**config.mk**
```make
export PLATFORM = sky130hd
export DESIGN_NAME = led_strip_fade_shift_animator
export DESIGN_NICKNAME = d
export VERILOG_FILES = /design/src/rtl/core/lfsa_pkg.sv /design/src/rtl/core/led_strip_fade_shift_animator.sv /design/src/rtl/core/lfsa_ramp.sv /design/src/rtl/core/lfsa_store.sv
export SDC_FILE = /design/constraint.sdc
export NUM_CORES = 2
export LEC_CHECK = 0
export BUFFER_PORTS_ARGS = -buffer_cell sky130_fd_sc_hd__clkbuf_2
export CORE_MARGIN = 3
export CORE_UTILIZATION = 41
export CTS_CLUSTER_SIZE = 20
export DETAILED_ROUTE_END_ITERATION = 6
export HOLD_SLACK_MARGIN = 0.08
export SLEW_MARGIN = 30
export SYNTH_ARGS = -nofsm -noshare
export SYNTH_HDL_FRONTEND = slang
export SYNTH_HIERARCHICAL = 1
export SYNTH_SLANG_ARGS = --single-unit
```
**constraint.sdc**
```tcl
create_clock -name clk -period 11.35 [get_ports clk]
set_clock_uncertainty 0.05 [all_clocks]
set_input_delay 2.27 -clock clk [delete_from_list [all_inputs] [get_ports clk]]
set_output_delay 2.27 -clock clk [all_outputs]
set_load 0.01 [all_outputs]
```
**src/rtl/core/lfsa_pkg.sv**
```systemverilog
package lfsa_pkg;

	localparam int HUE_W        = 9;
	localparam int SAT_W        = 8;
	localparam int VAL_W        = 8;
	localparam int LED_IDX_W    = 5;
	localparam int LEN_W        = 6;
	localparam int PAT_W        = 3;
	localparam int CFG_IDX_W    = 2;
	localparam int CFG_DATA_W   = 9;
	localparam int MAX_LEDS_DEF = 32;

	typedef struct packed {
		logic [HUE_W-1:0] hue;
		logic [SAT_W-1:0] sat;
		logic [VAL_W-1:0] val;
	} color_t;

	typedef struct packed {
		logic [VAL_W-1:0] cur;
		logic [VAL_W-1:0] goal;
		logic             fill;
	} ramp_req_t;

	typedef struct packed {
		logic [VAL_W-1:0] nxt;
		logic             same;
	} ramp_rsp_t;

endpackage

```
**src/rtl/core/led_strip_fade_shift_animator.sv**
```systemverilog
// LED strip fade and shift animator. Holds hue, saturation and value for up to
// MAX_LEDS LEDs in a store with a read and a write port and advances one of six
// patterns per tick. A start word or an idle tick is taken without leaving idle.
// An active tick over n LEDs makes a read-modify-write pass through the store
// and the shared ramp unit, reading then updating each LED, then one result word
// per LED read back from the store. Input is stalled for the whole tick.
module led_strip_fade_shift_animator #(
	parameter int MAX_LEDS = lfsa_pkg::MAX_LEDS_DEF
) (
	input  logic                            clk,
	input  logic                            arst_n,
	input  logic                            cfg_we,
	input  logic [lfsa_pkg::CFG_IDX_W-1:0]  cfg_index,
	input  logic [lfsa_pkg::CFG_DATA_W-1:0] cfg_data,
	input  logic                            in_valid,
	output logic                            in_stall,
	input  logic                            command,
	input  logic [lfsa_pkg::PAT_W-1:0]      pattern,
	input  logic                            turn_on,
	output logic                            out_valid,
	input  logic                            out_stall,
	output logic [lfsa_pkg::LED_IDX_W-1:0]  led_index,
	output logic [lfsa_pkg::HUE_W-1:0]      hue_out,
	output logic [lfsa_pkg::SAT_W-1:0]      saturation_out,
	output logic [lfsa_pkg::VAL_W-1:0]      value_out,
	output logic                            last_led,
	output logic                            finished
);
	import lfsa_pkg::*;

	localparam int IW     = $clog2(MAX_LEDS);
	localparam int NW     = $clog2(MAX_LEDS + 1);
	localparam int CW     = (NW > LEN_W) ? NW : LEN_W;
	localparam int MODE_W = PAT_W + 1;
	localparam logic [MODE_W-1:0] MODE_IDLE = '0;
	localparam logic [MODE_W-1:0] MODE_LAST = MODE_W'(12);
	localparam logic [LEN_W-1:0]  LEN_RESET = LEN_W'(8);
	localparam logic CMD_TICK  = 1'b0;
	localparam logic CMD_START = 1'b1;

	typedef enum logic [4:0] {
		ST_IDLE = 5'b00001,
		ST_RD   = 5'b00010,
		ST_UPD  = 5'b00100,
		ST_ORD  = 5'b01000,
		ST_OUT  = 5'b10000
	} state_t;

	typedef enum logic [CFG_IDX_W-1:0] {
		REG_TARGET_HUE = 2'd0,
		REG_TARGET_SAT = 2'd1,
		REG_TARGET_VAL = 2'd2,
		REG_STRIP_LEN  = 2'd3
	} cfg_reg_t;

	typedef enum logic [PAT_W-1:0] {
		PAT_SWITCH     = 3'd0,
		PAT_FILL       = 3'd1,
		PAT_FILL_RIGHT = 3'd2,
		PAT_FILL_LEFT  = 3'd3,
		PAT_RUN_RIGHT  = 3'd4,
		PAT_RUN_LEFT   = 3'd5
	} pattern_t;

	state_t            state_q;
	logic [HUE_W-1:0]  tgt_hue_q;
	logic [SAT_W-1:0]  tgt_sat_q;
	logic [VAL_W-1:0]  tgt_val_q;
	logic [LEN_W-1:0]  len_q;
	logic [MODE_W-1:0] mode_q;
	pattern_t          pat_q;
	logic              on_q;
	logic [NW-1:0]     n_q;
	logic [NW-1:0]     k_q;
	color_t            prev_q;
	logic              same_q;

	logic              in_acc;
	logic              out_acc;
	logic              tick_go;
	logic              k_last;
	logic              down;
	logic [NW-1:0]     upd_idx;
	logic [MODE_W-1:0] m1;
	logic [CW-1:0]     len_c;
	logic [NW-1:0]     n_start;
	color_t            tgt_c;
	color_t            start_c;
	color_t            old_c;
	color_t            new_c;
	logic              led_same;
	ramp_req_t         rq;
	ramp_rsp_t         rs;
	logic              rd_en;
	logic [IW-1:0]     rd_addr;
	logic              wr_en;

	assign in_stall  = state_q != ST_IDLE;
	assign in_acc    = in_valid && !in_stall;
	assign out_valid = state_q == ST_OUT;
	assign out_acc   = out_valid && !out_stall;
	assign k_last    = k_q == (n_q - NW'(1));
	assign down      = (pat_q == PAT_FILL_LEFT) || (pat_q == PAT_RUN_RIGHT);
	assign upd_idx   = down ? (n_q - NW'(1) - k_q) : k_q;
	assign m1        = mode_q - MODE_W'(1);
	assign tick_go   = in_acc && (command == CMD_TICK) && (mode_q != MODE_IDLE)
	                   && (mode_q <= MODE_LAST);

	always_comb begin
		len_c = CW'(len_q);
		if (len_c < CW'(2)) begin
			n_start = NW'(2);
		end else if (len_c > CW'(MAX_LEDS)) begin
			n_start = NW'(MAX_LEDS);
		end else begin
			n_start = NW'(len_c);
		end
	end

	always_comb begin
		tgt_c.hue   = tgt_hue_q;
		tgt_c.sat   = tgt_sat_q;
		tgt_c.val   = on_q ? tgt_val_q : '0;
		start_c.hue = tgt_hue_q;
		start_c.sat = tgt_sat_q;
		start_c.val = m1[0] ? tgt_val_q : '0;
	end

	lfsa_store #(.DEPTH(MAX_LEDS)) u_store (
		.clk     (clk),
		.arst_n  (arst_n),
		.rd_en   (rd_en),
		.rd_addr (rd_addr),
		.rd_data (old_c),
		.wr_en   (wr_en),
		.wr_addr (IW'(upd_idx)),
		.wr_data (new_c)
	);

	lfsa_ramp u_ramp (
		.req (rq),
		.rsp (rs)
	);

	always_comb begin
		rq.cur  = old_c.val;
		rq.fill = pat_q == PAT_FILL;
		rq.goal = (pat_q == PAT_FILL) ? tgt_c.val : prev_q.val;
		case (pat_q) inside
			PAT_SWITCH: begin
				new_c    = tgt_c;
				led_same = 1'b1;
			end
			PAT_FILL: begin
				new_c.hue = tgt_c.hue;
				new_c.sat = tgt_c.sat;
				new_c.val = rs.nxt;
				led_same  = rs.same;
			end
			PAT_FILL_RIGHT, PAT_FILL_LEFT: begin
				new_c.hue = prev_q.hue;
				new_c.sat = prev_q.sat;
				new_c.val = rs.nxt;
				led_same  = rs.same;
			end
			default: begin
				new_c    = prev_q;
				led_same = old_c == prev_q;
			end
		endcase
	end

	always_comb begin
		wr_en = state_q == ST_UPD;
		unique case (state_q)
			ST_RD: begin
				rd_en   = 1'b1;
				rd_addr = IW'(upd_idx);
			end
			ST_ORD: begin
				rd_en   = 1'b1;
				rd_addr = '0;
			end
			ST_OUT: begin
				rd_en   = out_acc && !k_last;
				rd_addr = IW'(k_q + NW'(1));
			end
			default: begin
				rd_en   = 1'b0;
				rd_addr = '0;
			end
		endcase
	end

	always_ff @(posedge clk or negedge arst_n) begin
		if (!arst_n) begin
			tgt_hue_q <= '0;
			tgt_sat_q <= '0;
			tgt_val_q <= '0;
			len_q     <= LEN_RESET;
		end else if (cfg_we) begin
			unique case (cfg_index)
				REG_TARGET_HUE: tgt_hue_q <= cfg_data[HUE_W-1:0];
				REG_TARGET_SAT: tgt_sat_q <= cfg_data[SAT_W-1:0];
				REG_TARGET_VAL: tgt_val_q <= cfg_data[VAL_W-1:0];
				REG_STRIP_LEN:  len_q     <= cfg_data[LEN_W-1:0];
			endcase
		end
	end

	always_ff @(posedge clk or negedge arst_n) begin
		if (!arst_n) begin
			state_q <= ST_IDLE;
			mode_q  <= MODE_IDLE;
			pat_q   <= PAT_SWITCH;
			on_q    <= 1'b0;
			n_q     <= '0;
			k_q     <= '0;
			prev_q  <= '0;
			same_q  <= 1'b0;
		end else begin
			unique case (state_q)
				ST_IDLE: begin
					if (in_acc && (command == CMD_START)) begin
						if (pattern <= PAT_RUN_LEFT) begin
							mode_q <= {pattern, turn_on} + MODE_W'(1);
						end
					end else if (tick_go) begin
						pat_q   <= pattern_t'(m1[MODE_W-1:1]);
						on_q    <= m1[0];
						n_q     <= n_start;
						k_q     <= '0;
						prev_q  <= start_c;
						same_q  <= 1'b1;
						state_q <= ST_RD;
					end
				end
				ST_RD: begin
					state_q <= ST_UPD;
				end
				ST_UPD: begin
					prev_q <= old_c;
					same_q <= same_q && led_same;
					if (k_last) begin
						k_q     <= '0;
						state_q <= ST_ORD;
						if (same_q && led_same) begin
							mode_q <= MODE_IDLE;
						end
					end else begin
						k_q     <= k_q + NW'(1);
						state_q <= ST_RD;
					end
				end
				ST_ORD: begin
					state_q <= ST_OUT;
				end
				ST_OUT: begin
					if (out_acc) begin
						if (k_last) begin
							state_q <= ST_IDLE;
						end else begin
							k_q <= k_q + NW'(1);
						end
					end
				end
				default: begin
					state_q <= ST_IDLE;
				end
			endcase
		end
	end

	assign led_index      = LED_IDX_W'(k_q);
	assign hue_out        = old_c.hue;
	assign saturation_out = old_c.sat;
	assign value_out      = old_c.val;
	assign last_led       = k_last;
	assign finished       = same_q;

	a_busy_while_out: assert property (@(posedge clk) disable iff (!arst_n)
		out_valid |-> in_stall)
		else $error("input taken while result words pending");

	a_idle_after_last: assert property (@(posedge clk) disable iff (!arst_n)
		(out_acc && last_led) |=> !in_stall)
		else $error("block not idle after last word of tick");

	a_index_steps: assert property (@(posedge clk) disable iff (!arst_n)
		(out_acc && !last_led) |=> (out_valid && led_index == $past(led_index) + 1'b1))
		else $error("led index did not advance by one");

	a_finished_stable: assert property (@(posedge clk) disable iff (!arst_n)
		(out_acc && !last_led) |=> finished == $past(finished))
		else $error("finished flag changed within a tick");

	a_finished_idle: assert property (@(posedge clk) disable iff (!arst_n)
		(out_valid && finished) |-> mode_q == MODE_IDLE)
		else $error("finished tick left a mode running");

endmodule

```
**src/rtl/core/lfsa_ramp.sv**
```systemverilog
module lfsa_ramp (
	input  lfsa_pkg::ramp_req_t req,
	output lfsa_pkg::ramp_rsp_t rsp
);
	import lfsa_pkg::*;

	localparam int FILL_DIV    = 10;
	localparam int SHIFT_DIV   = 4;
	localparam int RECIP_SHIFT = 11;
	// exact quotient for every 8-bit diff
	localparam int FILL_RECIP  = (1 << RECIP_SHIFT) / FILL_DIV + 1;
	localparam int PROD_W      = VAL_W + RECIP_SHIFT;

	logic             up;
	logic [VAL_W-1:0] diff;
	logic [VAL_W-1:0] quo;
	logic [VAL_W-1:0] step;
	logic [PROD_W-1:0] prod;

	always_comb begin
		up   = req.cur < req.goal;
		diff = up ? (req.goal - req.cur) : (req.cur - req.goal);
		prod = PROD_W'(diff) * PROD_W'(FILL_RECIP);
		if (req.fill) begin
			quo = VAL_W'(prod >> RECIP_SHIFT);
		end else begin
			quo = VAL_W'(diff / SHIFT_DIV);
		end
		step     = quo + VAL_W'(1);
		rsp.same = req.cur == req.goal;
		if (rsp.same) begin
			rsp.nxt = req.cur;
		end else if (up) begin
			rsp.nxt = req.cur + step;
		end else begin
			rsp.nxt = req.cur - step;
		end
	end

endmodule

```
**src/rtl/core/lfsa_store.sv**
```systemverilog
module lfsa_store #(
	parameter int DEPTH = lfsa_pkg::MAX_LEDS_DEF,
	localparam int AW = $clog2(DEPTH)
) (
	input  logic             clk,
	input  logic             arst_n,
	input  logic             rd_en,
	input  logic [AW-1:0]    rd_addr,
	output lfsa_pkg::color_t rd_data,
	input  logic             wr_en,
	input  logic [AW-1:0]    wr_addr,
	input  lfsa_pkg::color_t wr_data
);
	import lfsa_pkg::*;

	color_t            mem [DEPTH];
	logic [DEPTH-1:0]  vld_q;
	color_t            rd_data_q;

	always_ff @(posedge clk) begin
		if (wr_en) begin
			mem[wr_addr] <= wr_data;
		end
	end

	// never-written entries read as black
	always_ff @(posedge clk or negedge arst_n) begin
		if (!arst_n) begin
			vld_q <= '0;
		end else if (wr_en) begin
			vld_q[wr_addr] <= 1'b1;
		end
	end

	always_ff @(posedge clk) begin
		if (rd_en) begin
			rd_data_q <= vld_q[rd_addr] ? mem[rd_addr] : '0;
		end
	end

	assign rd_data = rd_data_q;

endmodule

```
==> summary.md <==
| Metric | Value |
|---|---|
| Status | `completed` |
| First-pass GRT wire length | `154,200 um` |
| WP data required | `11.69 ns` |
| Fin. Hold Viols | `0` |
| Sequential-to-total area share from yosys stat | `0.6780` |
| Hold Slack | `0.4155 ns` |
| Maxcap violations | `0` |
| Area Growth Syn to Fin | `13.06%` |
| Synth Cell Area | `40,750 sq um` |
| Clock transition at the registers of the reported paths | `0.06 ns` |
| EDFF count, synth | `825` |
| Cell mode on critical path | `inv_1` |
| Core area | `98,420 sq um` |
| IO buf count | `54` |
| Wl on met1 | `44,350 um` |
| Yosys top cell area share | `0.6079` |
| Antenna violations before repair | `2` |
| Final period util | `0.9411` |
| Routed wl met3 | `8064 um` |
| Startpoint Class | `flip-flop` |
| Critical-path top delay cell | `fa_1` |
| Area leader, netlist | `edfxtp_1` |
| RSZ-0062 raised after global routing | `no` |
| Seq cells post-synth | `939` |
| Synth area leaders | `edfxtp_1, dfrtp_1, mux4_2, mux2i_1, a221oi_1` |
| Top layer in use | `met4` |
| Inserted Clock Buffers | `95` |
| Routed len/inst | `26.35 um` |
| Vias in the first global route | `23,310` |
| Top FF cell, synth | `edfxtp_1` |
| DRT iter0 DRCs | `2,198` |
| Crit path DAT | `11.02 ns` |
| # rows | `115` |
| Worst-skew pair later-pin latency | `0.66 ns` |
| Setup CP Type | `reg -> reg` |
| Syn Nets | `2,635` |
| Asr flop ratio synth | `0.1214` |
| Cells after Synth | `2,531` |
| Floorplan die width | `321.3 um` |
| Hold Path Class | `reg -> reg` |
| Placer congestion estimate | `0.8258` |
| Die Area | `103,200 sq um` |
| # DRC | `0` |
| CTS tree | `done` |
| Total GRT Usage | `0.2021` |
| Clock sinks | `939` |
| Clock Tree Buf Depth | `3` |
| CTS HTree Levels | `3` |
| FILL cells | `8,360` |
| Met2 wire length | `49,570 um` |
| Via Count | `23,300` |
| I/O pin count | `55` |
| Fmax | `93.62 MHz` |
| Largest net degree at the start of global routing | `98` |
| Ys Warns | `6` |
| Critical-path maximum fanout | `17` |
| Effective utilization at floorplan | `0.4141` |
| Fin util | `0.4681` |
| Fin crit period | `10.68 ns` |
| DRT antenna net count | `0` |
| Setup TNS | `0 ns` |
| Global route overflow | `0` |
| Clock tree root driver cell | `clkbuf_16` |
| Syn Area/Cell | `16.10 sq um` |
| Rel. slew slack | `0.3321` |
| CP peak stage delay | `0.54 ns` |
| Share of layout cells above drive strength 1 | `0.2080` |
| Setup violators final | `0` |
| Pre-antenna DRT Iters | `6` |
| Die height | `321.3 um` |
| Slew Viols, Final | `0` |
| Via density | `5.837` |
| Worst Max-Slew Pin Slew | `1.001 ns` |
| Final net count | `2,730` |
| Post-DP HPWL | `61,650 um` |
| Hold Buf Count CTS | `0` |
| Detailed Route WL | `105,200 um` |
| Critical path capture point type | `flip-flop` |
| Distinct cells, synth | `88` |
==> routing by layer <==
| layer | up-vias | global-route usage |
|---|---|---|
| li1 | 10140 | - |
| met1 | 12080 | 0.2787 |
| met2 | 906 | 0.3226 |
| met3 | 170 | 0.03826 |
| met4 | 0 | 0.07143 |
| met5 | - | 0 |
==> cells in the mapped netlist (all sizes together) (8+ instances only) <==
| library cell | n |
|---|---|
| a21oi | 80 |
| a221oi | 100 |
| a22o | 10 |
| a22oi | 26 |
| a31oi | 19 |
| and3 | 38 |
| buf | 78 |
| clkbuf | 56 |
| dfrtp | 112 |
| edfxtp | 825 |
| fa | 15 |
| ha | 68 |
| inv | 85 |
| mux2 | 57 |
| mux2i | 222 |
| mux4 | 106 |
| nand2 | 90 |
| nand2b | 9 |
| nand3 | 52 |
| nand3b | 11 |
| nand4 | 12 |
| nor2 | 124 |
| nor2b | 12 |
| nor3 | 39 |
| o211ai | 8 |
| o21ai | 95 |
| or2 | 34 |
| xnor2 | 37 |
| xor2 | 29 |
==> worst paths after layout <==
kind	start	end	slack (ns)	depth (start not counted)
worst min register to register	u_store/vld_q[13]	u_store/vld_q[13]	0.42	1
worst max-delay path	pat_q[2]	u_store/mem[12][7]	0.67	44
worst min-delay path	u_store/vld_q[13]	u_store/vld_q[13]	0.42	1
max in group asynchronous	arst_n	u_store/vld_q[15]	8.56	2
min in group asynchronous	arst_n	state_q[3]	1.55	1
worst max register to register	pat_q[2]	u_store/mem[12][7]	0.67	44
==> area by class of cell <==
type | count | area (sq um) | area share
Clock buffer | 120 | 2544 | 0.05521
Tap cell | 1287 | 1610 | 0.03495
Antenna cell | 2 | 5.005 | 0.0001086
Multi-Input combinational cell | 1374 | 12380 | 0.2687
Sequential cell | 939 | 27630 | 0.5997
Timing Repair Buffer | 131 | 1080 | 0.02344
Clock inverter | 53 | 508.0 | 0.01103
Inverter | 85 | 319.1 | 0.006925
==> through the flow <==
stage               setup WS, ns  instances  area (sq um)
floorplan                 0.3105       2531         40750
global placement          0.5974       3800         42630
detailed placement      -0.05245       3809         42890
CTS                       0.2126       3982         45950
global route            0.002316       3989         46070
finish                    0.6680       3991         46070
==> cells in the final DEF, fill, tap and decap left out, types with 11 or more instances in the layout <==
master / count
nor3_1: 35
xor2_1: 29
mux4_2: 106
clkinv_1: 11
clkbuf_16: 97
clkbuf_1: 20
nand3b_1: 11
mux2i_1: 220
a221oi_1: 100
buf_4: 65
nand3_1: 48
a22oi_1: 25
inv_1: 82
and3_1: 38
a31oi_1: 19
nor2_1: 89
xnor2_1: 36
nand2_1: 89
clkbuf_2: 53
or2_2: 32
fa_1: 15
a21oi_1: 77
o21ai_0: 75
ha_1: 68
edfxtp_1: 825
mux2_2: 57
nor2_4: 29
clkinv_2: 21
dfrtp_1: 112
==> repair_timing <==
action / 4_1_cts / 5_1_grt
pin swaps: 0 / 2
cloned: 0 / 1
buffers inserted: 0 / 5
gates resized for setup: 1 / 7
setup endpoints to repair: 32 / 32
==> cell families after synthesis <==
group,count (synthesis),synth area share
xor+xnor,67,0.01495
compound gates,389,0.06662
flops,939,0.6780
simple gates,449,0.05594
buf+inv,219,0.02742
fa+ha+maj,83,0.02825
mux,385,0.1289
==> worst max-delay path, delay by kind of cell (launching register included) <==
kind / cells / cell delay (ns)
buffers and inverters: 8 / 0.65
AOI/OAI and AO/OA: 13 / 3.06
muxes: 3 / 1.01
adders and majority gates: 8 / 3.08
and+or+nand+nor: 10 / 1.74
xor gates and xnor gates: 2 / 0.37
DFF: 1 / 0.45
==> sequential cells by signal, summed over array words and instances, names as in the netlist, 3 cells and up <==
signal           flops
k_q                  6
len_c                6
mode_q               4
n_q                  6
pat_q                3
prev_q              25
state_q              5
tgt_hue_q            9
tgt_sat_q            8
tgt_val_q            8
u_store/mem        800
u_store/rd_data     25
u_store/vld_q       32
Power is not shown: default switching activity piles up to over one toggle a cycle in this logic, so the estimate is an artifact.
